**src/gas_sensor_ppm_converter_core_assert.svh**
```systemverilog
// ---------------------------------------------------------------------------
// Assertion macros for the gas sensor ppm converter
// Shared concurrent assertion forms, clocked on the rising edge and
// disabled while the synchronous reset is held.
// ---------------------------------------------------------------------------
`ifndef GAS_SENSOR_PPM_CONVERTER_CORE_ASSERT_SVH
`define GAS_SENSOR_PPM_CONVERTER_CORE_ASSERT_SVH

// The consequent must hold in the same cycle as the antecedent.
`define GSP_ASSERT_SAME(label, clk, rst_n, ante, cons) \
  label: assert property (@(posedge clk) disable iff (!rst_n) (ante) |-> (cons)) \
    else $error("gsp assertion failed");

// The consequent must hold in the cycle after the antecedent.
`define GSP_ASSERT_NEXT(label, clk, rst_n, ante, cons) \
  label: assert property (@(posedge clk) disable iff (!rst_n) (ante) |=> (cons)) \
    else $error("gsp assertion failed");

`endif

```
**src/gsp_pkg.sv**
```systemverilog
// ---------------------------------------------------------------------------
// Gas sensor ppm converter package
// Shared constants, payload types, status codes and the exp factor table.
// ---------------------------------------------------------------------------
`default_nettype none

package gsp_pkg;

  // Sensor and calibration constants.
  localparam int FRAC_BITS        = 16;
  localparam int ADC_FULL_SCALE   = 1023;
  localparam int CAL_SAMPLES      = 10;
  localparam int CLEAN_AIR_FACTOR = 10;
  localparam int CAL_DIVISOR      = CAL_SAMPLES * CLEAN_AIR_FACTOR;

  // Serial divider geometry.
  localparam int DIV_W     = 48;
  localparam int DSR_W     = 32;
  localparam int DIV_CNT_W = 6;

  // Conversion constants in Q16.
  localparam logic signed [15:0] LOG10_OF_2 = 16'sd19728;
  localparam logic signed [18:0] LOG2_OF_10 = 19'sd217706;

  // Result status codes.
  typedef enum logic [2:0] {
    ST_MEASURED     = 3'd0,
    ST_CAL_TAKEN    = 3'd1,
    ST_CAL_DONE     = 3'd2,
    ST_ZERO_SAMPLE  = 3'd3,
    ST_UNCALIBRATED = 3'd4
  } status_t;

  // Configuration register indexes.
  typedef enum logic [2:0] {
    CFG_INTERCEPT    = 3'd0,
    CFG_LPG_OFFSET   = 3'd1,
    CFG_LPG_SLOPE    = 3'd2,
    CFG_CO_OFFSET    = 3'd3,
    CFG_CO_SLOPE     = 3'd4,
    CFG_SMOKE_OFFSET = 3'd5,
    CFG_SMOKE_SLOPE  = 3'd6,
    CFG_PPM_LIMIT    = 3'd7
  } cfg_index_t;

  // Register values after reset.
  localparam logic [15:0] RST_INTERCEPT    = 16'd9421;
  localparam logic [15:0] RST_LPG_OFFSET   = 16'd860;
  localparam logic [15:0] RST_LPG_SLOPE    = 16'hF87B;
  localparam logic [15:0] RST_CO_OFFSET    = 16'd2949;
  localparam logic [15:0] RST_CO_SLOPE     = 16'hFA8F;
  localparam logic [15:0] RST_SMOKE_OFFSET = 16'd2171;
  localparam logic [15:0] RST_SMOKE_SLOPE  = 16'hF8F6;
  localparam logic [15:0] RST_PPM_LIMIT    = 16'd9000;

  // Request payloads.
  typedef struct packed {
    logic       operation;
    logic [9:0] sample;
  } gsp_in_t;

  typedef struct packed {
    logic [2:0]  status;
    logic [15:0] lpg_ppm;
    logic [15:0] co_ppm;
    logic [15:0] smoke_ppm;
  } gsp_out_t;

  typedef logic [30:0] fac_tab_t [16];

  // Truncated integer square root, used only at elaboration.
  function automatic logic [63:0] isqrt64(input logic [63:0] x_in);
    logic [63:0] x;
    logic [63:0] r;
    logic [63:0] b;
    x = x_in;
    r = '0;
    b = 64'h4000_0000_0000_0000;
    for (int i = 0; i < 32; i++) begin
      if (x >= r + b) begin
        x = x - (r + b);
        r = (r >> 1) + b;
      end else begin
        r = r >> 1;
      end
      b = b >> 2;
    end
    return r;
  endfunction

  // Factors 2^(2^-i) in Q30 for i = 1 to 16, by repeated square roots.
  function automatic fac_tab_t fac_table();
    fac_tab_t    tab;
    logic [63:0] fac;
    fac = 64'd1 << 31;
    for (int i = 0; i < 16; i++) begin
      fac    = isqrt64(fac << 30);
      tab[i] = fac[30:0];
    end
    return tab;
  endfunction

  localparam fac_tab_t EXP_FAC = fac_table();

endpackage

`default_nettype wire

```
**src/gsp_div.sv**
```systemverilog
// ---------------------------------------------------------------------------
// Bit-serial restoring divider
// Unsigned 48 by 32 bit division, one quotient bit per cycle.
// ---------------------------------------------------------------------------
`default_nettype none

module gsp_div import gsp_pkg::*; (
  input  wire logic             clk,
  input  wire logic             rst_n,
  input  wire logic             start,
  input  wire logic [DIV_W-1:0] dividend,
  input  wire logic [DSR_W-1:0] divisor,
  output logic                  done,
  output logic [DIV_W-1:0]      quotient
);

  logic                 busy_r;
  logic                 done_r;
  logic [DIV_CNT_W-1:0] cnt_r;
  logic [DSR_W-1:0]     rem_r;
  logic [DSR_W-1:0]     dsr_r;
  logic [DIV_W-1:0]     quo_r;
  logic [DSR_W:0]       shifted;
  logic [DSR_W:0]       diff;
  logic                 ge;

  // One restoring step: bring down the next dividend bit and try a subtract.
  always_comb begin
    shifted = {rem_r, quo_r[DIV_W-1]};
    diff    = shifted - {1'b0, dsr_r};
    ge      = (shifted >= {1'b0, dsr_r});
  end

  always_ff @(posedge clk) begin
    if (!rst_n) begin
      busy_r <= 1'b0;
      done_r <= 1'b0;
      cnt_r  <= '0;
    end else begin
      done_r <= 1'b0;
      if (start) begin
        busy_r <= 1'b1;
        cnt_r  <= '0;
        rem_r  <= '0;
        dsr_r  <= divisor;
        quo_r  <= dividend;
      end else if (busy_r) begin
        rem_r <= ge ? diff[DSR_W-1:0] : shifted[DSR_W-1:0];
        quo_r <= {quo_r[DIV_W-2:0], ge};
        cnt_r <= cnt_r + 1'b1;
        if (cnt_r == DIV_CNT_W'(DIV_W - 1)) begin
          busy_r <= 1'b0;
          done_r <= 1'b1;
        end
      end
    end
  end

  assign done     = done_r;
  assign quotient = quo_r;

endmodule

`default_nettype wire

```
**config.mk**
```make
export PLATFORM = sky130hd
export DESIGN_NAME = gsp_div
export DESIGN_NICKNAME = d
export VERILOG_FILES = /design/src/gas_sensor_ppm_converter_core_assert.svh /design/src/gsp_pkg.sv /design/src/gsp_div.sv
export SDC_FILE = /design/constraint.sdc
export NUM_CORES = 1
export LEC_CHECK = 0
export ABC_AREA = 0
export ABC_CLOCK_PERIOD_IN_PS = 5800
export BUFFER_PORTS_ARGS = -buffer_cell sky130_fd_sc_hd__buf_2
export CORE_AREA = 2 2 119 121
export CTS_CLUSTER_DIAMETER = 80
export DETAILED_ROUTE_END_ITERATION = 7
export DIE_AREA = 0 0 121 123
export GPL_TIMING_DRIVEN = 0
export MAX_ROUTING_LAYER = met4
export PLACE_DENSITY = 0.79
export SLEW_MARGIN = 25
export SYNTH_ARGS = -nofsm -noshare
export SYNTH_HDL_FRONTEND = slang
export SYNTH_SLANG_ARGS = --single-unit
export TNS_END_PERCENT = 1
```
**constraint.sdc**
```tcl
create_clock -name clk -period 5.8 [get_ports clk]
set_clock_uncertainty 0.2 [all_clocks]
set_input_delay 0.58 -clock clk [delete_from_list [all_inputs] [get_ports clk]]
set_output_delay 0.58 -clock clk [all_outputs]
set_load 0.005 [all_outputs]
```
# == Word level (Yosys, flattened, before mapping) ==
# Cells that the tools add are included.
# op_classes
n_mux,8
addsub,2
reduce_logical,5
eq_ne,1
magnitude_cmp,1
bitwise,2
# ops
cell,count
$mux W48,2
$mux W32,2
$ge A33 B32 Y1,1
$sub A32 B32 Y32,1
$add A6 B1 Y6 const B,1
$eq A6 B6 Y1 const B,1
$mux W1,4
$reduce_and A2 Y1,2
$reduce_or A3 Y1,1
$not A1 Y1,2
$reduce_bool A2 Y1,1
$reduce_or A2 Y1,1
# word_totals
input_bits,83
regBits,120
word_cells,25

# == Depth between registers and ports, before layout ==
# depth
ltp_word,4
mapped_depth,12
mapped_depth_nobuf,11

# == Worst setup path after synthesis ==
# Ideal clock, no wire load.
# synth_path
path_type,input -> register
startpoint,input start
endpoint,register quo_r[0] (netlist: quotient[0]) (enable)
path_buffers,2
setup_time_ns,0.445
setup_slack_ns,2.198
arrival_ns,2.956
path_stages,3
path_cell_list,clkbuf_1 -> clkbuf_1 -> o21a_1
# synth_between
elab_chain_len,2
# synth_lines
item,line,text
start: declaration,gsp_div.sv:10,"input wire logic start,"
$reduce_bool A2 Y1 (no source line),n/a,
$reduce_and A2 Y1 (no source line),n/a,
end signal: assignment,gsp_div.sv:46,quo_r <= dividend;
end signal: assignment,gsp_div.sv:49,"quo_r <= {quo_r[DIV_W-2:0], ge};"
end: declaration,gsp_div.sv:22,logic [DIV_W-1:0] quo_r;
# No other way between the ends.
# A chain may end at the register's enable or synchronous reset.

# == Worst setup path after layout ==
# layout_path
startpoint,register quo_r[47] (netlist: quotient[47])
endpoint,"register rem_r[30], data pin"
# layout_between
elab_chain_len,3
# layout_lines
item,line,text
$sub A32 B32 Y32 / $ge A33 B32 Y1 (equally long branches),"gsp_div.sv:30, gsp_div.sv:31",
$mux W32 (*),gsp_div.sv:48,rem_r <= ge ? diff[DSR_W-1:0] : shifted[DSR_W-1:0];
$mux W32 (*),gsp_div.sv:47,end else if (busy_r) begin
end signal: assignment,gsp_div.sv:48,
end: declaration,gsp_div.sv:20,logic [DSR_W-1:0] rem_r;
# Every way passes the cells marked *; elsewhere a longest branch is shown, timed or not. The select of a mux whose other input is x is not followed.

==> out/metrics.sh <==
STATUS='complete, no violations'
MAXCAPVIOLATIONS=0
DIE_H_UM=123
WIRELENGTH_UM=15800
IR_DROP_mV=0.268
FINAL-MAX-SLEW-VIOLATION-COUNT=0
CLOCK_PATH_BUFFERS=2
LARGEST_NET_DEGREE_AT_THE_START_OF_GLOBAL_ROUTING=50
TRITONCTS='done'
SYNTH.CELL_AREA_UM2=6730
P_LEAK_uW=0.00341
ASYNC_S_R_FF_SHARE_SYNTH=0
MAX_FREQUENCY_MHz=282
DRCVIOLATIONCOUNT=0
PERIOD_NEEDED_PS=3550
MAX_SLEW.WORST_PIN.SLEW_PS=622
MAX-SLEW-MARGIN-REL=0.585
TIMING.CRITICAL_PATH.REQUIRED_PS=5770
DRT.ANTENNA.VIOLATING_NETS=0
DRIVE_GT1_FRAC=0.327
RSZ0062_AT_GRT='no'
YS_TYPES=60
WORST_SETUP_HOLD_PATH_CLK_SLEW_PS=60
ROW_COUNT=43
START_UTIL=0.494
FINAL.HOLD.WORST_SLACK_PS=136
CLOCK-SINKS=120
SETUP.WORST_PATH.START_CLASS='flip-flop'
POST_DRT_WL_PER_CELL_UM=17.3
GRT.TOTAL_USAGE=0.231
POSTSYNTHNETCOUNT=683
NETS=834
SYNTHCELLS=566
WORST-ENDPOINT-ARRIVAL_PS=3520
SETUP_TOTAL_NEGATIVE_SLACK_PS=0
DRT-PASS1-ITER-COUNT=4
SYNTH_AREA_LEADERS='sky130_fd_sc_hd__edfxtp_1 50%, sky130_fd_sc_hd__mux2_2 7.9%, sky130_fd_sc_hd__ha_1 6.1%'
GRT_OVERFLOW_TOTAL=0
YOSYS_WARNINGS=0
NUMCTSBUFFERS=17
FINAL_HOLD_VIOL_COUNT=0
DETAIL_ROUTE.VIAS_PER_CELL=5.52
FINAL_MIN_PERIOD_OVER_CLOCK_PERIOD=0.612
DIEAREA_UM2=14900
POSTCTSSETUPREPAIRBUFS=0
INITIALDRTVIOLATIONCOUNT=227
CLK_ROOT_BUFFER_CELL='sky130_fd_sc_hd__clkbuf_16'
VIAS=5029
YS_DOMINANT_REG_CELL='sky130_fd_sc_hd__edfxtp_1'
GRT_PASS1_VIAS=5338
PLACE.PORT_BUFFERS=130
CTS_HTREE_LEVELS=4
DIE_W_UM=121
CRIT_TYPE='reg -> reg'
GRT_FIRST_PASS_WIRELENGTH_UM=25700
ANTENNA_FOUND_INITIAL=0
SYNTH_AREA_LEADER_CELL='sky130_fd_sc_hd__edfxtp_1'
MEAN_INSTANCE_SIZE_IN_THE_SYNTHESIZED_NETLIST_UM2=11.9
SYNTH.YOSYS.SEQ_AREA_SHARE=0.524
GPL.FINAL_WEIGHTED_CONGESTION=0.941
DPL.CELL_COUNT=878
WORSTPATHMAXFANOUT=4
WORSTSKEWPAIRLATENCY_PS=420
PLACE.DETAILED.HPWL_UM=11800
POST_LAYOUT_NONFILLER_INSTANCES=911
SYNTH_EDF_COUNT=112
SETUP-VIOLATIONS-FINAL=0
IOS=132
SIGNED_AREA_CHANGE_FROM_THE_SYNTHESIZED_NETLIST_TO_THE_FINAL_LAYOUT_PCT=22.0
CP-END-KIND='flip-flop'
YOSYS_REGISTER_BITS=120
SYNTH_TOP_AREA_FRAC=0.500
POWERDENSITY_nW_PER_UM2=327
CORE_UM2=13600
CTS_REPAIR_RESIZE_COUNT=0
HOLDCRITPATHCLASS='in -> reg'
CTS_HOLD_BUFFERS=0
metrics by stage:
stage               setup slack, ps  total power (uW)  area, um^2   util
finish                         2250              2680        8210  0.603
floorplan                      2200              1560        6730      -
global route                   2070              2810        8210  0.603
global placement               1060              1710        7600  0.559
CTS                            2280              2700        8210  0.603
detailed placement             2300              1730        7670  0.563
power by group:
group	internal (uW)	leakage, uW	total, uW	switching [uW]
Combinational	288	0.00202	648	360
Clock	560	0.000257	965	406
Sequential	1040	0.00114	1070	32.2
critical path: stages (launching register included):
cell,delay (ps)
sky130_fd_sc_hd__edfxtp_1,420
sky130_fd_sc_hd__inv_1,60
sky130_fd_sc_hd__ha_1,210
sky130_fd_sc_hd__fa_1,420
sky130_fd_sc_hd__nand2b_1,180
sky130_fd_sc_hd__a21oi_1,240
sky130_fd_sc_hd__o21ai_1,200
sky130_fd_sc_hd__a211o_1,360
sky130_fd_sc_hd__a2111o_1,410
sky130_fd_sc_hd__a21oi_1,200
sky130_fd_sc_hd__o31ai_1,110
sky130_fd_sc_hd__a32o_1,270
final cells by class:
type | count | area, um^2
Clock buffer | 19 | 443
Sequential cell | 120 | 3520
Multi-Input combinational cell | 377 | 2910
Timing Repair Buffer | 132 | 706
Antenna cell | 1 | 2.50
Buffer | 25 | 140
Tap cell | 180 | 225
Inverter | 44 | 165
Clock inverter | 13 | 97.6
Fill cell | 1124 | 5400
sequential cells by signal (all words and copies together) (netlist names):
name      cells
quotient     48
dsr_r        32
rem_r        32
cnt_r         6
busy_r        1
done          1
kinds of logic after synthesis:
kind of cell,after synthesis,synth area share
flip-flops,120,0.524
AO/OA/AOI/OAI,125,0.133
AND/OR/NAND/NOR,123,0.0891
multiplexers,66,0.107
buffers and inverters,69,0.0454
adder cells (fa/ha/maj),34,0.0644
XOR/XNOR,29,0.0378
routing by layer:
metal	global-route usage	vias up	part of all wire
met1	0.259	2399	0.41
met5	-	-	0
met2	0.392	187	0.49
met3	0.0683	30	0.069
met4	0.0908	0	0.025
li1	-	2413	-
Yosys cell counts, drive strengths merged (3+ instances only):
cell type    n
edfxtp     112
mux2        47
inv         43
nor2        40
a21oi       36
ha          33
nand2       30
o21ai       21
mux2i       19
a21o        15
xnor2       15
clkbuf      14
xor2        14
buf         11
nand4       11
nor3        10
a211oi       9
dfxtp        8
a22o         7
and2         5
nand3        5
o211ai       5
nand2b       4
o21a         4
o21bai       4
o31ai        4
or2          4
or3          4
a21boi       3
a31oi        3
a41oi        3
nor2b        3
worst paths after layout:
check | startpoint | endpoint | slack, ps | cells after the start
setup / recovery | quotient[47] | rem_r[30] | 2250 | 11
hold / removal | divisor[27] | dsr_r[27] | 140 | 1
setup reg to reg | quotient[47] | rem_r[30] | 2250 | 11
hold reg to reg | cnt_r[5] | cnt_r[5] | 310 | 2
cell usage in the layout, fill, tap and decap left out, types with 17 or more instances in the layout:
cell type	n
sky130_fd_sc_hd__nand2_1	30
sky130_fd_sc_hd__inv_1	43
sky130_fd_sc_hd__clkbuf_16	17
sky130_fd_sc_hd__buf_2	136
sky130_fd_sc_hd__mux2_2	47
sky130_fd_sc_hd__mux2i_1	19
sky130_fd_sc_hd__a21oi_1	35
sky130_fd_sc_hd__edfxtp_1	112
sky130_fd_sc_hd__nor2_1	39
sky130_fd_sc_hd__ha_1	33
Note: power is estimated with default switching activity, not from simulation.
