<file path="src/gas_sensor_ppm_converter_core_assert.svh">
// ---------------------------------------------------------------------------
// Assertion macros for the gas sensor ppm converter
// Shared concurrent assertion forms, clocked on the rising edge and
// disabled while the synchronous reset is held.
// ---------------------------------------------------------------------------
`ifndef GAS_SENSOR_PPM_CONVERTER_CORE_ASSERT_SVH
`define GAS_SENSOR_PPM_CONVERTER_CORE_ASSERT_SVH

// The consequent must hold in the same cycle as the antecedent.
`define GSP_ASSERT_SAME(label, clk, rst_n, ante, cons) \
  label: assert property (@(posedge clk) disable iff (!rst_n) (ante) |-> (cons)) \
    else $error("gsp assertion failed");

// The consequent must hold in the cycle after the antecedent.
`define GSP_ASSERT_NEXT(label, clk, rst_n, ante, cons) \
  label: assert property (@(posedge clk) disable iff (!rst_n) (ante) |=> (cons)) \
    else $error("gsp assertion failed");

`endif

</file>
<file path="src/gsp_pkg.sv">
// ---------------------------------------------------------------------------
// Gas sensor ppm converter package
// Shared constants, payload types, status codes and the exp factor table.
// ---------------------------------------------------------------------------
`default_nettype none

package gsp_pkg;

  // Sensor and calibration constants.
  localparam int FRAC_BITS        = 16;
  localparam int ADC_FULL_SCALE   = 1023;
  localparam int CAL_SAMPLES      = 10;
  localparam int CLEAN_AIR_FACTOR = 10;
  localparam int CAL_DIVISOR      = CAL_SAMPLES * CLEAN_AIR_FACTOR;

  // Serial divider geometry.
  localparam int DIV_W     = 48;
  localparam int DSR_W     = 32;
  localparam int DIV_CNT_W = 6;

  // Conversion constants in Q16.
  localparam logic signed [15:0] LOG10_OF_2 = 16'sd19728;
  localparam logic signed [18:0] LOG2_OF_10 = 19'sd217706;

  // Result status codes.
  typedef enum logic [2:0] {
    ST_MEASURED     = 3'd0,
    ST_CAL_TAKEN    = 3'd1,
    ST_CAL_DONE     = 3'd2,
    ST_ZERO_SAMPLE  = 3'd3,
    ST_UNCALIBRATED = 3'd4
  } status_t;

  // Configuration register indexes.
  typedef enum logic [2:0] {
    CFG_INTERCEPT    = 3'd0,
    CFG_LPG_OFFSET   = 3'd1,
    CFG_LPG_SLOPE    = 3'd2,
    CFG_CO_OFFSET    = 3'd3,
    CFG_CO_SLOPE     = 3'd4,
    CFG_SMOKE_OFFSET = 3'd5,
    CFG_SMOKE_SLOPE  = 3'd6,
    CFG_PPM_LIMIT    = 3'd7
  } cfg_index_t;

  // Register values after reset.
  localparam logic [15:0] RST_INTERCEPT    = 16'd9421;
  localparam logic [15:0] RST_LPG_OFFSET   = 16'd860;
  localparam logic [15:0] RST_LPG_SLOPE    = 16'hF87B;
  localparam logic [15:0] RST_CO_OFFSET    = 16'd2949;
  localparam logic [15:0] RST_CO_SLOPE     = 16'hFA8F;
  localparam logic [15:0] RST_SMOKE_OFFSET = 16'd2171;
  localparam logic [15:0] RST_SMOKE_SLOPE  = 16'hF8F6;
  localparam logic [15:0] RST_PPM_LIMIT    = 16'd9000;

  // Request payloads.
  typedef struct packed {
    logic       operation;
    logic [9:0] sample;
  } gsp_in_t;

  typedef struct packed {
    logic [2:0]  status;
    logic [15:0] lpg_ppm;
    logic [15:0] co_ppm;
    logic [15:0] smoke_ppm;
  } gsp_out_t;

  typedef logic [30:0] fac_tab_t [16];

  // Truncated integer square root, used only at elaboration.
  function automatic logic [63:0] isqrt64(input logic [63:0] x_in);
    logic [63:0] x;
    logic [63:0] r;
    logic [63:0] b;
    x = x_in;
    r = '0;
    b = 64'h4000_0000_0000_0000;
    for (int i = 0; i < 32; i++) begin
      if (x >= r + b) begin
        x = x - (r + b);
        r = (r >> 1) + b;
      end else begin
        r = r >> 1;
      end
      b = b >> 2;
    end
    return r;
  endfunction

  // Factors 2^(2^-i) in Q30 for i = 1 to 16, by repeated square roots.
  function automatic fac_tab_t fac_table();
    fac_tab_t    tab;
    logic [63:0] fac;
    fac = 64'd1 << 31;
    for (int i = 0; i < 16; i++) begin
      fac    = isqrt64(fac << 30);
      tab[i] = fac[30:0];
    end
    return tab;
  endfunction

  localparam fac_tab_t EXP_FAC = fac_table();

endpackage

`default_nettype wire

</file>
<file path="src/gsp_log.sv">
// ---------------------------------------------------------------------------
// Serial log10 unit
// Normalises the ratio one bit a cycle, then builds 16 log2 fraction bits
// by repeated squaring and scales the result to log10 in Q16.
// ---------------------------------------------------------------------------
`default_nettype none

module gsp_log import gsp_pkg::*; (
  input  wire logic             clk,
  input  wire logic             rst_n,
  input  wire logic             start,
  input  wire logic [DIV_W-1:0] r,
  output logic                  done,
  output logic signed [23:0]    log10
);

  typedef enum logic [2:0] {
    L_IDLE,
    L_NORM,
    L_SQ,
    L_ADJ,
    L_SCALE,
    L_FIN
  } lstate_t;

  lstate_t              state_r;
  logic                 done_r;
  logic [DIV_W-1:0]     x_r;
  logic [5:0]           sh_r;
  logic [30:0]          mant_r;
  logic [61:0]          prod_r;
  logic [15:0]          frac_r;
  logic [3:0]           it_r;
  logic signed [38:0]   scale_r;
  logic signed [23:0]   log_r;
  logic [31:0]          sq;
  logic signed [6:0]    int_part;
  logic signed [22:0]   l2;

  // Squared mantissa and the log2 value in Q16.
  always_comb begin
    sq       = prod_r[61:30];
    int_part = 7'sd31 - $signed({1'b0, sh_r});
    l2       = $signed({int_part, frac_r});
  end

  always_ff @(posedge clk) begin
    if (!rst_n) begin
      state_r <= L_IDLE;
      done_r  <= 1'b0;
    end else begin
      done_r <= 1'b0;
      case (state_r)
        L_IDLE: begin
          if (start) begin
            x_r     <= r;
            sh_r    <= '0;
            state_r <= L_NORM;
          end
        end
        // Shift until the leading one reaches the top bit.
        L_NORM: begin
          if (x_r[DIV_W-1]) begin
            mant_r  <= x_r[DIV_W-1:DIV_W-31];
            frac_r  <= '0;
            it_r    <= '0;
            state_r <= L_SQ;
          end else begin
            x_r  <= {x_r[DIV_W-2:0], 1'b0};
            sh_r <= sh_r + 1'b1;
          end
        end
        L_SQ: begin
          prod_r  <= mant_r * mant_r;
          state_r <= L_ADJ;
        end
        // A square of two or more gives a one bit and is halved.
        L_ADJ: begin
          mant_r <= sq[31] ? sq[31:1] : sq[30:0];
          frac_r <= {frac_r[14:0], sq[31]};
          it_r   <= it_r + 1'b1;
          state_r <= (it_r == 4'd15) ? L_SCALE : L_SQ;
        end
        L_SCALE: begin
          scale_r <= l2 * LOG10_OF_2;
          state_r <= L_FIN;
        end
        L_FIN: begin
          log_r   <= {scale_r[38], scale_r[38:16]};
          done_r  <= 1'b1;
          state_r <= L_IDLE;
        end
        default: state_r <= L_IDLE;
      endcase
    end
  end

  assign done  = done_r;
  assign log10 = log_r;

endmodule

`default_nettype wire

</file>
<file path="config.mk">
export PLATFORM = sky130hd
export DESIGN_NAME = gsp_log
export DESIGN_NICKNAME = d
export VERILOG_FILES = /design/src/gas_sensor_ppm_converter_core_assert.svh /design/src/gsp_pkg.sv /design/src/gsp_log.sv
export SDC_FILE = /design/constraint.sdc
export NUM_CORES = 2
export LEC_CHECK = 0
export BUFFER_PORTS_ARGS = -buffer_cell sky130_fd_sc_hd__buf_2
export CAP_MARGIN = 5
export CORE_MARGIN = 1
export CORE_UTILIZATION = 30
export DETAILED_ROUTE_END_ITERATION = 10
export GPL_TIMING_DRIVEN = 1
export PLACE_DENSITY = 0.46
export SKIP_CTS_REPAIR_TIMING = 1
export SLEW_MARGIN = 15
export SYNTH_ARGS = -nofsm -noshare
export SYNTH_HDL_FRONTEND = slang
export SYNTH_SLANG_ARGS = --single-unit
</file>
<file path="constraint.sdc">
create_clock -name clk -period 7.9 [get_ports clk]
set_clock_uncertainty 0.2 [all_clocks]
set_input_delay 1.185 -clock clk [delete_from_list [all_inputs] [get_ports clk]]
set_output_delay 1.185 -clock clk [all_outputs]
set_load 0.1 [all_outputs]
</file>
Word level (Yosys, flattened, before mapping)

Index checks and enable logic that the tools add are counted.

$add $sub $neg: 3
Multipliers: 2
Eq/ne operators: 9
Muxes and demuxes: 18
Reductions and logical operators: 10

Operator list:

| cell                     | count |
|---|---|
| $mux W48                 | 2 |
| $pmux W48 S2             | 1 |
| $mul A31 B31 Y62         | 1 |
| $mux W31                 | 2 |
| $pmux W31 S2             | 1 |
| $mul A23 B12 Y35 const B | 1 |
| $pmux W16 S2             | 1 |
| $mux W16                 | 1 |
| $pmux W3 S5              | 1 |
| $mux W6                  | 2 |
| $pmux W6 S2              | 1 |
| $mux W3                  | 3 |
| $pmux W4 S2              | 1 |
| $reduce_and A2 Y1        | 4 |
| $sub A5 B6 Y7 const A    | 1 |
| $add A6 B1 Y6 const B    | 1 |
| $eq A3 B2 Y1 const B     | 2 |
| $eq A3 B3 Y1 const B     | 2 |
| $ne A2 B2 Y1 const B     | 3 |
| $reduce_and A3 Y1        | 2 |
| $add A4 B1 Y4 const B    | 1 |
| $eq A4 B4 Y1 const B     | 1 |
| $mux W4                  | 1 |
| $reduce_and A4 Y1        | 1 |
| 4 further kinds          | 5 |

Bits in registers: 229
Input port bits: 51
Logic and storage cells: 53

Depth between registers and ports, before layout

Word-level depth: 3
Mapped depth: 29
Gate-level depth less buffers: 26

Worst setup path after synthesis

No wires, ideal clock.

Path type: reg-to-reg
From: reg mant_r[4]
To: reg prod_r[59] (data pin)
Library setup time: 259 ps
Arrival: 7,038 ps
Required time: 7,441 ps
Path slack: 403 ps
Cell stages (with the launch flop): 28
Path buffers: 3
Period minus slack after synthesis: 7,497 ps
Cell sequence: edfxtp_1 -> clkbuf_1 -> clkbuf_1 -> nand2_1 -> fa_1 -> inv_1 -> fa_1 -> fa_1 -> inv_1 -> fa_1 -> inv_1 -> fa_1 -> fa_1 -> fa_1 -> inv_1 -> fa_1 -> inv_1 -> ha_1 -> buf_2 -> and4_1 -> nand3_1 -> or2b_1 -> or3_1 -> nand4_2 -> a21oi_2 -> o31ai_4 -> a21oi_1 -> xnor2_1

Word-level cells in the longest chain between the ends: 1

Ends and longest elaborated chain:

| element                | RTL line      | source |
|---|---|---|
| start, declared        | gsp_log.sv:30 | `logic [30:0] mant_r;` |
| start signal, assigned | gsp_log.sv:64 | `mant_r <= x_r[DIV_W-1:DIV_W-31];` |
| start signal, assigned | gsp_log.sv:79 | `mant_r <= sq[31] ? sq[31:1] : sq[30:0];` |
| $mul A31 B31 Y62       | gsp_log.sv:74 | `prod_r <= mant_r * mant_r;` |
| end signal, assigned   | gsp_log.sv:74 |  |
| end, declared          | gsp_log.sv:31 | `logic [61:0] prod_r;` |

No other way between the ends.
A chain may end at the register's enable or synchronous reset.

Final worst setup path

From: reg mant_r[8]
To: reg prod_r[61] (data pin)

The elaborated chain is that of the path after synthesis.

==> results.txt <==
- In the routed layout, each cell is associated on average with a via count of 4.424.
* First-pass GRT wire length: roughly 160 mm
- Synthesis produced approximately 3,800 cells.
- The pre-antenna-repair detailed-routing pass consisted of 7 iterations.
- Setup repair after global routing could not meet its margin everywhere.
- Count of endpoints failing hold in the final timing report: 0
- The synthesized design contains roughly 180 enable-type register cells.
- The number of global-route vias before repair was ~28,000.
- Entering global routing, the biggest net connects a little over 100 pins.
- Worst path max stage delay: around 0.6 ns
- Root Driver: clkbuf_16
- Required time of the worst setup path: between 7 and 8 ns
* Last weighted congestion value of the routability-driven placer: roughly 0.84
- Average instance area after synthesis: between 9 and 10 µm²
- Library cell appearing most often on the critical path: fa_1
- Initial antenna violation count: 3
- Run status: finished clean
- Floorplan Core Area: between 0.1 and 0.15 mm²
- In the final routed layout, each cell accounts on average for 17.86 µm.
- The detailed router placed roughly 25,000 vias in this run.
- The floorplan step defined a die boundary enclosing approximately 0.13 mm².
* Share of synthesized flip-flops with an asynchronous set or reset: 0%
- The synthesized design devotes to its leading area cell type 42.60% of total area.
* Top cells by count, synth: 1,028 x inv_1, 809 x fa_1, 418 x nand2_1
* Placed Cells incl. Taps: about 5,500
- Among all stages on the critical path, the largest delay is contributed by fa_1.
- Counting distinct cell types in the post-synthesis netlist gives 74.
* Ratio of cells with drive above 1 in the final layout: between 8 and 9%
* Hold slack final: 0.2195 ns
- Yosys instantiated no cell more often than inv_1.
* Worst hold-check path type: reg2reg
* Remaining global-route overflow: 0
- Post-CTS clock slew at the launch and capture registers of the worst setup and hold paths: 0.08 ns
- CTS saw 187 sinks.
* Number of non-filler instances in the completed layout: ~5,600
* Max-slew violation count: 0
- Vertical extent of the die: between 300 and 400 µm
* Synthesized Nets: 5,061
* Top FF cell, synth: edfxtp_1
- The largest total area in the synthesized netlist belongs to fa_1.
* Combined global-route utilization of all metal layers: roughly 16%
* Total of endpoints with negative setup slack in the final report: 0
- The cell area that synthesis handed to floorplanning was between 0.03 and 0.04 mm².
* Die boundary width: 358.0 µm
- Dominant cells by area after synthesis: fa_1 43%, edfxtp_1 14%, ha_1 13%
- Max Cap Viol: 0
* Later-pin clock latency in the skew report: around 0.45 ns
- Sequential-to-total area share from yosys stat: 14.67%
* Post-layout util: 33.75%
- Timing analysis after detailed placement gives a worst setup slack of -0.02935 ns.
- Along the worst hold path, the cell count comes to 0.
- The routed design could run at a clock period as short as roughly 7.7 ns.
- Final Worst Setup Slack: about 0.21 ns
- Input and output buffers added on the ports amount to between 70 and 80.
- Share of the clock period used by the worst path: 97.28%
* Number of top-level pins: 76
- Worst-case clock buffer depth: 2
* Worst-path maximum fanout: 7
- Summed over all nets, the half-perimeter wirelength after detailed placement is slightly above 80 mm.
- Number of nets in the layout: just over 5,000
- The H-tree generated during clock tree synthesis spans 4 levels.
- FF-to-FF End: prod_r[61]
- Area growth from synthesis to final layout: 11.61%
* DR iter-0 viols: 1,144
- Static timing analysis puts the maximum clock frequency at ~0.13 GHz.
- Worst flop-to-flop path startpoint: mant_r[8]
- Crit path capture type: register
- For the worst setup path, the data arrival time is 7.69 ns.
* Startpoint of the tightest hold check path: scale_r[16]
- In this run the remaining antenna-violating nets after routing total 0.
- For hold timing, the worst endpoint is log10[0].
- Relative max-transition margin: slightly above 40%
- CP Class: reg2reg
- In this run, synthesis produced a sequential element count of between 150 and 200.
- For the pin with the worst max-slew slack, the measured transition is about 0.90 ns.
* Drt total wl: ~100 mm
- Clock buffers created by TritonCTS: 17
* TritonCTS clock tree: yes
- The floorplan has 130 rows.
- Initial cell density of the core: between 30% and 40%
- Yosys printed 0 warnings.
- Worst R2R Path Depth: 26
- The worst setup path is launched from a register.
* Minimum setup slack among reg-to-reg paths: ~0.21 ns
- In the routed design, unresolved DRC markers number 0.
==> worst max path at each step <==
stage,start,slack [ns],to,cells after the start
3_3_place_gp,mant_r[23],0.03,prod_r[46],26
5_1_grt,mant_r[8],-0.02,prod_r[61],26
6_report,mant_r[8],0.21,prod_r[61],26
3_5_place_dp,mant_r[18],-0.03,prod_r[46],25
4_1_cts,mant_r[18],-0.06,prod_r[46],25
2_1_floorplan,mant_r[4],0.40,prod_r[59],27
==> registers in the layout, indices dropped and copies added, names as in the netlist <==
signal	count
prod_r	32
x_r	48
log10	23
done	1
it_r	4
state_r	3
frac_r	16
mant_r	31
scale_r	23
sh_r	6
==> cells in the final DEF, fill, tap and decap left out, types with 5 or more instances in the layout <==
cell | netlist | final
inv_1 | 1028 | 1023
fa_1 | 809 | 809
nand2_1 | 418 | 416
ha_1 | 391 | 386
and2_1 | 208 | 204
edfxtp_1 | 183 | 183
buf_4 | 3 | 118
o21ai_0 | 109 | 108
buf_2 | 2 | 75
a21oi_1 | 83 | 73
nor2_1 | 77 | 69
xnor2_1 | 49 | 49
buf_12 | 0 | 34
mux2i_1 | 33 | 33
xor2_1 | 31 | 31
a21o_1 | 31 | 31
clkbuf_16 | 0 | 18
o21bai_1 | 17 | 17
nand4_1 | 17 | 17
nand3_1 | 15 | 15
nor2b_1 | 12 | 12
o21ai_1 | 13 | 11
nor3_1 | 12 | 11
o21a_1 | 10 | 10
a31oi_1 | 12 | 9
and3_1 | 11 | 9
a21oi_2 | 2 | 9
nor2_2 | 0 | 7
or2_2 | 7 | 7
a211oi_1 | 8 | 7
inv_2 | 0 | 5
nand2b_1 | 5 | 5
or3_1 | 6 | 5
buf_6 | 0 | 5
==> area by class of cell <==
type / count / area, µm²
Fill cell: 13037 / 83300
Multi-Input combinational cell: 2456 / 28320
Sequential cell: 187 / 5575
Inverter: 1029 / 3862
Tap cell: 1650 / 2064
Timing Repair Buffer: 234 / 2051
Clock buffer: 17 / 425.4
Clock inverter: 15 / 132.6
Antenna cell: 1 / 2.502
==> stage by stage <==
step           setup TNS [ns]  instance area [µm²]
5_1_grt              -0.03715                42430
6_report                    0                42430
3_3_place_gp                0                41390
4_1_cts              -0.06028                41950
2_1_floorplan               0                38020
3_5_place_dp         -0.02935                41390
==> critical path: cells and delay by family (launching register included) <==
family          cells  cell delay (ns)
fa+ha+maj           9             4.28
compound gates      6             1.09
buf+inv             7             0.77
simple gates        3             0.53
flops               1             0.47
xor+xnor            1             0.09
==> layer usage <==
layer | part of all wire (%) | global-route usage, % | up-vias
li1 | - | - | 11699
met1 | 44 | 21.17 | 12647
met2 | 51 | 28.85 | 306
met3 | 2.7 | 1.690 | 75
met4 | 2.3 | 3.447 | 0
met5 | 0 | 0 | -
==> logic make-up after synthesis <==
kind of cell,count (synthesis),share of synthesized area (%)
simple gates,808,10.06
flops,187,14.67
buf+inv,1167,11.58
xor+xnor,80,1.843
mux,34,0.8985
fa+ha+maj,1200,55.47
compound gates,334,5.477
Power is left out: the tool's default activity adds up to more than one toggle a clock period on the data nets, which glitch-free logic cannot reach.
