[src/gas_sensor_ppm_converter_core_assert.svh]
// ---------------------------------------------------------------------------
// Assertion macros for the gas sensor ppm converter
// Shared concurrent assertion forms, clocked on the rising edge and
// disabled while the synchronous reset is held.
// ---------------------------------------------------------------------------
`ifndef GAS_SENSOR_PPM_CONVERTER_CORE_ASSERT_SVH
`define GAS_SENSOR_PPM_CONVERTER_CORE_ASSERT_SVH

// The consequent must hold in the same cycle as the antecedent.
`define GSP_ASSERT_SAME(label, clk, rst_n, ante, cons) \
  label: assert property (@(posedge clk) disable iff (!rst_n) (ante) |-> (cons)) \
    else $error("gsp assertion failed");

// The consequent must hold in the cycle after the antecedent.
`define GSP_ASSERT_NEXT(label, clk, rst_n, ante, cons) \
  label: assert property (@(posedge clk) disable iff (!rst_n) (ante) |=> (cons)) \
    else $error("gsp assertion failed");

`endif

[src/gsp_pkg.sv]
// ---------------------------------------------------------------------------
// Gas sensor ppm converter package
// Shared constants, payload types, status codes and the exp factor table.
// ---------------------------------------------------------------------------
`default_nettype none

package gsp_pkg;

  // Sensor and calibration constants.
  localparam int FRAC_BITS        = 16;
  localparam int ADC_FULL_SCALE   = 1023;
  localparam int CAL_SAMPLES      = 10;
  localparam int CLEAN_AIR_FACTOR = 10;
  localparam int CAL_DIVISOR      = CAL_SAMPLES * CLEAN_AIR_FACTOR;

  // Serial divider geometry.
  localparam int DIV_W     = 48;
  localparam int DSR_W     = 32;
  localparam int DIV_CNT_W = 6;

  // Conversion constants in Q16.
  localparam logic signed [15:0] LOG10_OF_2 = 16'sd19728;
  localparam logic signed [18:0] LOG2_OF_10 = 19'sd217706;

  // Result status codes.
  typedef enum logic [2:0] {
    ST_MEASURED     = 3'd0,
    ST_CAL_TAKEN    = 3'd1,
    ST_CAL_DONE     = 3'd2,
    ST_ZERO_SAMPLE  = 3'd3,
    ST_UNCALIBRATED = 3'd4
  } status_t;

  // Configuration register indexes.
  typedef enum logic [2:0] {
    CFG_INTERCEPT    = 3'd0,
    CFG_LPG_OFFSET   = 3'd1,
    CFG_LPG_SLOPE    = 3'd2,
    CFG_CO_OFFSET    = 3'd3,
    CFG_CO_SLOPE     = 3'd4,
    CFG_SMOKE_OFFSET = 3'd5,
    CFG_SMOKE_SLOPE  = 3'd6,
    CFG_PPM_LIMIT    = 3'd7
  } cfg_index_t;

  // Register values after reset.
  localparam logic [15:0] RST_INTERCEPT    = 16'd9421;
  localparam logic [15:0] RST_LPG_OFFSET   = 16'd860;
  localparam logic [15:0] RST_LPG_SLOPE    = 16'hF87B;
  localparam logic [15:0] RST_CO_OFFSET    = 16'd2949;
  localparam logic [15:0] RST_CO_SLOPE     = 16'hFA8F;
  localparam logic [15:0] RST_SMOKE_OFFSET = 16'd2171;
  localparam logic [15:0] RST_SMOKE_SLOPE  = 16'hF8F6;
  localparam logic [15:0] RST_PPM_LIMIT    = 16'd9000;

  // Request payloads.
  typedef struct packed {
    logic       operation;
    logic [9:0] sample;
  } gsp_in_t;

  typedef struct packed {
    logic [2:0]  status;
    logic [15:0] lpg_ppm;
    logic [15:0] co_ppm;
    logic [15:0] smoke_ppm;
  } gsp_out_t;

  typedef logic [30:0] fac_tab_t [16];

  // Truncated integer square root, used only at elaboration.
  function automatic logic [63:0] isqrt64(input logic [63:0] x_in);
    logic [63:0] x;
    logic [63:0] r;
    logic [63:0] b;
    x = x_in;
    r = '0;
    b = 64'h4000_0000_0000_0000;
    for (int i = 0; i < 32; i++) begin
      if (x >= r + b) begin
        x = x - (r + b);
        r = (r >> 1) + b;
      end else begin
        r = r >> 1;
      end
      b = b >> 2;
    end
    return r;
  endfunction

  // Factors 2^(2^-i) in Q30 for i = 1 to 16, by repeated square roots.
  function automatic fac_tab_t fac_table();
    fac_tab_t    tab;
    logic [63:0] fac;
    fac = 64'd1 << 31;
    for (int i = 0; i < 16; i++) begin
      fac    = isqrt64(fac << 30);
      tab[i] = fac[30:0];
    end
    return tab;
  endfunction

  localparam fac_tab_t EXP_FAC = fac_table();

endpackage

`default_nettype wire

[src/gsp_exp.sv]
// ---------------------------------------------------------------------------
// Serial power-of-ten unit
// Turns a log10 value in Q16 into an integer ppm value, one fraction bit
// of the log2 exponent a step, and clamps it to the limit.
// ---------------------------------------------------------------------------
`default_nettype none

module gsp_exp import gsp_pkg::*; (
  input  wire logic               clk,
  input  wire logic               rst_n,
  input  wire logic               start,
  input  wire logic signed [22:0] t,
  input  wire logic [15:0]        limit,
  output logic                    done,
  output logic [15:0]             ppm
);

  typedef enum logic [2:0] {
    E_IDLE,
    E_MUL,
    E_CHK,
    E_STEP,
    E_ACC,
    E_FIN
  } estate_t;

  estate_t            state_r;
  logic               done_r;
  logic signed [22:0] t_r;
  logic signed [41:0] u_r;
  logic [3:0]         k_r;
  logic [15:0]        f_r;
  logic [3:0]         it_r;
  logic [30:0]        pw_r;
  logic [61:0]        mp_r;
  logic [15:0]        ppm_r;
  logic [46:0]        wide;
  logic [16:0]        v;

  // Integer result floor(2^f * 2^k).
  always_comb begin
    wide = {16'b0, pw_r} << k_r;
    v    = wide[46:30];
  end

  always_ff @(posedge clk) begin
    if (!rst_n) begin
      state_r <= E_IDLE;
      done_r  <= 1'b0;
    end else begin
      done_r <= 1'b0;
      case (state_r)
        E_IDLE: begin
          if (start) begin
            t_r     <= t;
            state_r <= E_MUL;
          end
        end
        E_MUL: begin
          u_r     <= t_r * LOG2_OF_10;
          state_r <= E_CHK;
        end
        // Out-of-range exponents settle at once.
        E_CHK: begin
          if (u_r[41]) begin
            ppm_r   <= '0;
            done_r  <= 1'b1;
            state_r <= E_IDLE;
          end else if (|u_r[40:36]) begin
            ppm_r   <= limit;
            done_r  <= 1'b1;
            state_r <= E_IDLE;
          end else begin
            k_r     <= u_r[35:32];
            f_r     <= u_r[31:16];
            pw_r    <= 31'd1 << 30;
            it_r    <= '0;
            state_r <= E_STEP;
          end
        end
        E_STEP: begin
          if (f_r[15]) begin
            mp_r    <= pw_r * EXP_FAC[it_r];
            state_r <= E_ACC;
          end else begin
            f_r     <= {f_r[14:0], 1'b0};
            it_r    <= it_r + 1'b1;
            state_r <= (it_r == 4'd15) ? E_FIN : E_STEP;
          end
        end
        E_ACC: begin
          pw_r    <= mp_r[60:30];
          f_r     <= {f_r[14:0], 1'b0};
          it_r    <= it_r + 1'b1;
          state_r <= (it_r == 4'd15) ? E_FIN : E_STEP;
        end
        E_FIN: begin
          ppm_r   <= (v > {1'b0, limit}) ? limit : v[15:0];
          done_r  <= 1'b1;
          state_r <= E_IDLE;
        end
        default: state_r <= E_IDLE;
      endcase
    end
  end

  assign done = done_r;
  assign ppm  = ppm_r;

endmodule

`default_nettype wire

[config.mk]
export PLATFORM = sky130hd
export DESIGN_NAME = gsp_exp
export DESIGN_NICKNAME = d
export VERILOG_FILES = /design/src/gas_sensor_ppm_converter_core_assert.svh /design/src/gsp_pkg.sv /design/src/gsp_exp.sv
export SDC_FILE = /design/constraint.sdc
export NUM_CORES = 2
export LEC_CHECK = 0
export ABC_AREA = 1
export BUFFER_PORTS_ARGS = -buffer_cell sky130_fd_sc_hd__buf_2
export CORE_MARGIN = 1.5
export CORE_UTILIZATION = 51
export DETAILED_ROUTE_END_ITERATION = 16
export GPL_TIMING_DRIVEN = 0
export PLACE_DENSITY_LB_ADDON = 0.12
export SYNTH_ARGS = -nofsm -noshare
export SYNTH_HDL_FRONTEND = slang
export SYNTH_SLANG_ARGS = --single-unit
[constraint.sdc]
create_clock -name clk -period 13.45 [get_ports clk]
set_clock_uncertainty 0.05 [all_clocks]
set_input_delay 1.345 -clock clk [delete_from_list [all_inputs] [get_ports clk]]
set_output_delay 1.345 -clock clk [all_outputs]
set_load 0.01 [all_outputs]
After elaboration in Yosys (flattened, before gate mapping)
Memories as Yosys holds them, arrays and structs flattened.
Index checks and enable logic that the tools add are counted.
{"block": "word_totals", "ff_bits": 200, "latchBits": 0, "ram_bits": 0, "mem_bits_ro": 496, "inputBits": 42, "out_inout_bits": 17, "wordCells": 71, "mem_count": 1}
{"memory": "(no name shown)", "depth": 16, "width": 31, "rd": 1, "rd_clocked_by_memory_dff": 0, "write_ports": 0, "line": "gsp_exp.sv:83", "source": "mp_r <= pw_r * EXP_FAC[it_r];"}
{"block": "classes", "add_sub_neg": 1, "n_mul": 2, "div_mod_pow": 0, "order_cmp": 2, "eq_ne": 11, "shift": 1, "muxes": 26, "bitwise_logic": 3, "n_reduce_logical": 13}
{"cell": "31-bit two-way mux", "n": 4}
{"cell": "16-bit two-way mux", "n": 6}
{"cell": "31-bit case mux with 2 select lines", "n": 1}
{"cell": "31-bit by 31-bit multiplier with 61-bit output", "n": 1}
{"cell": "16-bit case mux with 3 select lines", "n": 1}
{"cell": "31-bit by 4-bit << shifter with 47-bit output", "n": 1}
{"cell": "23-bit by 18-bit multiplier with 41-bit output (second input constant)", "n": 1}
{"cell": "16-bit case mux with 2 select lines", "n": 1}
{"cell": "17-bit by 16-bit greater-than comparator with 1-bit output", "n": 1}
{"cell": "3-bit case mux with 5 select lines", "n": 1}
{"cell": "4-bit two-way mux", "n": 3}
{"cell": "4-bit case mux with 3 select lines", "n": 1}
{"cell": "4-bit AND reduction", "n": 3}
{"cell": "3-bit two-way mux", "n": 3}
{"cell": "3-bit AND reduction", "n": 3}
{"cell": "2-bit inequality test (second input constant)", "n": 4}
{"cell": "3-bit by 2-bit == test with 1-bit output (second input constant)", "n": 2}
{"cell": "3-bit == test (second input constant)", "n": 2}
{"cell": "5-bit >= comparator (second input constant)", "n": 1}
{"cell": "4-bit inverter with 5-bit output", "n": 1}
{"cell": "5-bit AND reduction", "n": 1}
{"cell": "5-bit OR reduction", "n": 1}
{"cell": "4-bit by 1-bit adder with 4-bit output (second input constant)", "n": 1}
{"cell": "4-bit == test (second input constant)", "n": 1}
{"cell": "other kinds (10)", "n": 14}

Longest topological paths before layout
{"block": "logic_depth", "word_depth": 5, "ltp_mapped": 37, "ltp_nobuf": 36}

Worst setup path after synthesis
No wires, ideal clock.
{"block": "synth_path", "path_type": "register to register", "from": "register it_r[0]", "to": "register mp_r[51] (data pin)", "setup_ns": 0.252, "arrival_ns": 7.239, "required_time_ns": 13.148, "slack_ns": 5.908, "path_stages_with_launch": 32, "n_path_buf": 1, "synth_period_minus_slack_ns": 7.542, "path_cell_list": "edfxtp_1 -> inv_1 -> ha_1 -> inv_1 -> a21oi_1 -> inv_1 -> a21oi_1 -> clkinv_1 -> buf_2 -> nor2_1 -> fa_1 -> fa_1 -> fa_1 -> inv_1 -> fa_1 -> inv_1 -> fa_1 -> fa_1 -> fa_1 -> inv_1 -> fa_1 -> inv_1 -> ha_1 -> a21oi_1 -> o21a_1 -> o21a_1 -> a21boi_0 -> nor2_1 -> nor3_1 -> nand2_1 -> nand2_1 -> nand2_1"}
{"block": "synth_between", "elab_chain_len": 5}
{"element": "start: declaration", "line": "gsp_exp.sv:33", "source": "logic [3:0] it_r;"}
{"element": "start signal: assignment", "line": "gsp_exp.sv:87", "source": "it_r <= it_r + 1'b1;"}
{"element": "start signal: assignment", "line": "gsp_exp.sv:94", "source": "it_r <= it_r + 1'b1;"}
{"element": "4-bit inverter with 5-bit output (implied by the code)", "line": "gsp_exp.sv:83"}
{"element": "memory 16 x 31 bit"}
{"element": "31-bit two-way mux (implied by the code) (2 in a row)", "line": "gsp_exp.sv:83"}
{"element": "31-bit by 31-bit multiplier with 61-bit output", "line": "gsp_exp.sv:83"}
{"element": "end signal: assignment", "line": "gsp_exp.sv:83"}
{"element": "end: declaration", "line": "gsp_exp.sv:35", "source": "logic [61:0] mp_r;"}
No other way between the ends. The select of a mux whose other input is x is not followed.
A chain may end at the register's enable or synchronous reset.

Worst setup path after layout
{"block": "layout_path", "from": "register it_r[0]", "to": "register mp_r[53] (data pin)"}
The elaborated chain is that of the path after synthesis.

==> out/metrics.cfg <==
[timing]
rsz0062_at_grt = no
fin_tns_setup_ns = 0
max_freq_ghz = 0.0964
final-setup-viol-count = 0
period_share = 0.771
drv_slew = 0
hold_violations = 0
tightest_slew_ns = 1.34
slew_headroom = 0.107
post-route-min-period_ns = 10.38

[yosys]
synth.most_common_cell = inv_1
synth_common_cells = inv_1 (1312), fa_1 (941), nand2_1 (848)
synth-main-ff-cell = edfxtp_1
synth-edff-count = 151
synth_area_leader_cell = fa_1
synth_cell_type_count = 50
syn-num-nets = 6732
ys_warn_count = 0
ys_async_sr_fraction = 0
ys_ff_latch = 155
syn_area_per_cell_um2 = 8.46
netlist_instances = 5292
ys_seq_area_frac = 0.103
syn_area_um2 = 44800
synth_area_leaders = fa_1 (42%), ha_1 (13%), inv_1 (11%), edfxtp_1 (10%), nand2_1 (7.1%)
synthDominantCellAreaShare = 0.421

[floorplanning]
die_w_um = 299
io_pins = 59
dieArea_um2 = 89600
core_um2 = 86900
fp-row-count = 108
start_util = 0.515
die-height_um = 299

[layout]
nets = 6815
nFillCells = 8387
final_area_um2 = 47200
area_growth_pct = 5.53
multi_input_area_um2 = 34400
register_area_um2 = 4610
fin_util = 0.544
drive_above_1_share = 0.0319

[setup_path]
cpMostUsedCell = fa_1
critPathLaunchType = register
slowest_stage = clkinv_1
startpoint = it_r[0]$_SDFFCE_PP0P_
required_ns = 13.70
path_max_fanout = 10
worstSetupPathType = reg2reg
cp_slowest_stage_delay_ns = 0.84
rrSetupSlack_ns = 3.07
end_kind = register
timing.rr.end = mp_r[53]$_DFFE_PP_
cp_top_family = adder cells
path_depth = 27
crit_path_end = mp_r[53]$_DFFE_PP_
reg2reg_from = it_r[0]$_SDFFCE_PP0P_
cp_num_buf_inv = 7
r2r_cells = 27
critPathArrivalTime_ns = 10.63

[power_and_ir_drop]
combPwrFrac = 0.787
clkPwrFrac = 0.086
power_density_nw_per_um2 = 128
seqPwrFrac = 0.127
ir_worst_vdd_v = 0.000166
intPower_mw = 2.62
switchingPower_mw = 3.40
sw_frac_of_total = 0.565
p_leak_nw = 24.4

[clock_tree]
cts_buffer_depth = 2
htree_num_levels = 4
cts_buffers = 17
postCtsSetupBuffers = 0
cts_num_sinks = 155
root_buffer = clkbuf_16
cts-resized-gates = 0
clock_latency_ns = 0.51
cts_tree = built
cts_hold_buf = 0
path_clk_slew_ns = 0.08

[routing]
dr.pass1.iters = 8
route.detailed.wl_per_inst_um = 24.6
viasPerCell = 5.46
drc = 0
vias = 35700
postRouteAntennaNets = 0
initialDrtViolationCount = 2827
routed_wl_um = 161000

[global_routing]
grt_use_total = 0.372
gr-total-overflow = 0
grt_pass1_wl_um = 239000
grt_pass1_vias = 37700
antenna_found_initial = 1
grt_max_degree = 22

[placed_design]
dpl.hpwl_um = 137000
gp_congestion = 1.05
port_buffers = 58
placed_area_um2 = 46600

[outcome]
status = finished, final reports clean

[flow_run]
cap_violations = 0

[hold_path]
min_path_type = reg2reg

-- power by group through the flow --
stage	combinational [mW]	sequential (mW)	clock, mW
final	4.74	0.768	0.518
after floorplan	3.12	0.770	0
after global placement	4.64	0.779	0
after global routing	5.24	0.773	0.545
after detailed placement	4.66	0.779	0
after CTS	4.70	0.768	0.530
-- final cells by class --
class                      instances  share of cell area
multi-input combinational       3617               0.728
inverter                        1343               0.107
sequential                       155              0.0977
tap                             1155              0.0306
buffer                           177              0.0154
clock buffer                      17             0.00901
timing repair buffer              64             0.00826
clock inverter                    15             0.00366
antenna                            2            0.000106
-- sequential cells by signal, summed over array words and instances (netlist names), 4 cells and up --
register and cells:
f_r 16, it_r 4, k_r 4, mp_r 31, ppm 16, pw_r 31
t_r 23, u_r 26
-- logic make-up (layout without fill, tap and decap cells) --
group           count (synthesis)  in the layout  share of synthesized area
flops                         155            155                      0.103
other cells                     0              2                          0
fa+ha+maj                    1399           1399                      0.549
buf+inv                      1520           1616                      0.129
mux                             1              1                   0.000224
compound gates                402            402                     0.0524
simple gates                 1744           1744                      0.152
xor+xnor                       71             71                     0.0144
-- layout by cell type (no fill, tap or decap), drive strengths merged, types with 25 or more instances in the layout --
cell type and n:
inv 1328, fa 941, nand2 855, nor2 755
ha 457, edfxtp 151, clkbuf 145, o21ai 138
a21oi 130, buf 113, nand3 75, xor2 53
nor3 30, clkinv 27, a21o 25
-- worst reg2reg max path, cell delays in order (launching register included) --
cell and delay, ns:
edfxtp_1 0.58, inv_1 0.19, ha_1 0.46, nand2_1 0.14
nor2_1 0.83, clkinv_1 0.84, clkbuf_1 0.61, nor2_1 0.29
fa_1 0.45, inv_1 0.09, fa_1 0.39, inv_1 0.08
fa_1 0.47, fa_1 0.56, fa_1 0.44, fa_1 0.42
fa_1 0.52, inv_1 0.05, fa_1 0.69, inv_1 0.09
ha_1 0.40, nand2_1 0.18, nor2_1 0.21, nand2_1 0.13
nor4_1 0.40, nand3_1 0.15, nand3_1 0.18, xor2_1 0.31
-- how the worst min path moves through the flow --
| stage | end | from | depth (start not counted) |
|---|---|---|---|
| after floorplan | k_r[0]$_DFFE_PP_ | u_r[32]$_DFFE_PP_ | 0 |
| after global placement | k_r[3]$_DFFE_PP_ | u_r[35]$_DFFE_PP_ | 0 |
| after detailed placement | k_r[1]$_DFFE_PP_ | u_r[33]$_DFFE_PP_ | 0 |
| after CTS | k_r[1]$_DFFE_PP_ | u_r[33]$_DFFE_PP_ | 0 |
| after global routing | k_r[3]$_DFFE_PP_ | u_r[35]$_DFFE_PP_ | 0 |
| final | k_r[1]$_DFFE_PP_ | u_r[33]$_DFFE_PP_ | 0 |
-- through the flow --
step / worst slack, ns / hold WS [ns] / cells / total power [mW]
final: 3.07 / 0.373 / 6545 / 6.03
after global routing: 2.89 / 0.386 / 6544 / 6.55
after CTS: 3.32 / 0.376 / 6543 / 6.00
after detailed placement: 3.34 / 0.359 / 6511 / 5.44
after global placement: 2.73 / 0.354 / 6505 / 5.42
after floorplan: 5.91 / 0.350 / 5292 / 3.89
-- routing by layer --
metal / wire (µm) / part of all wire / track usage
met2: 77600 / 0.48 / 0.626
met3: 11200 / 0.069 / 0.0582
met4: 14500 / 0.090 / 0.270
met5: 0 / 0 / 0
met1: 57900 / 0.36 / 0.432
(Power assumes the default switching activity.)
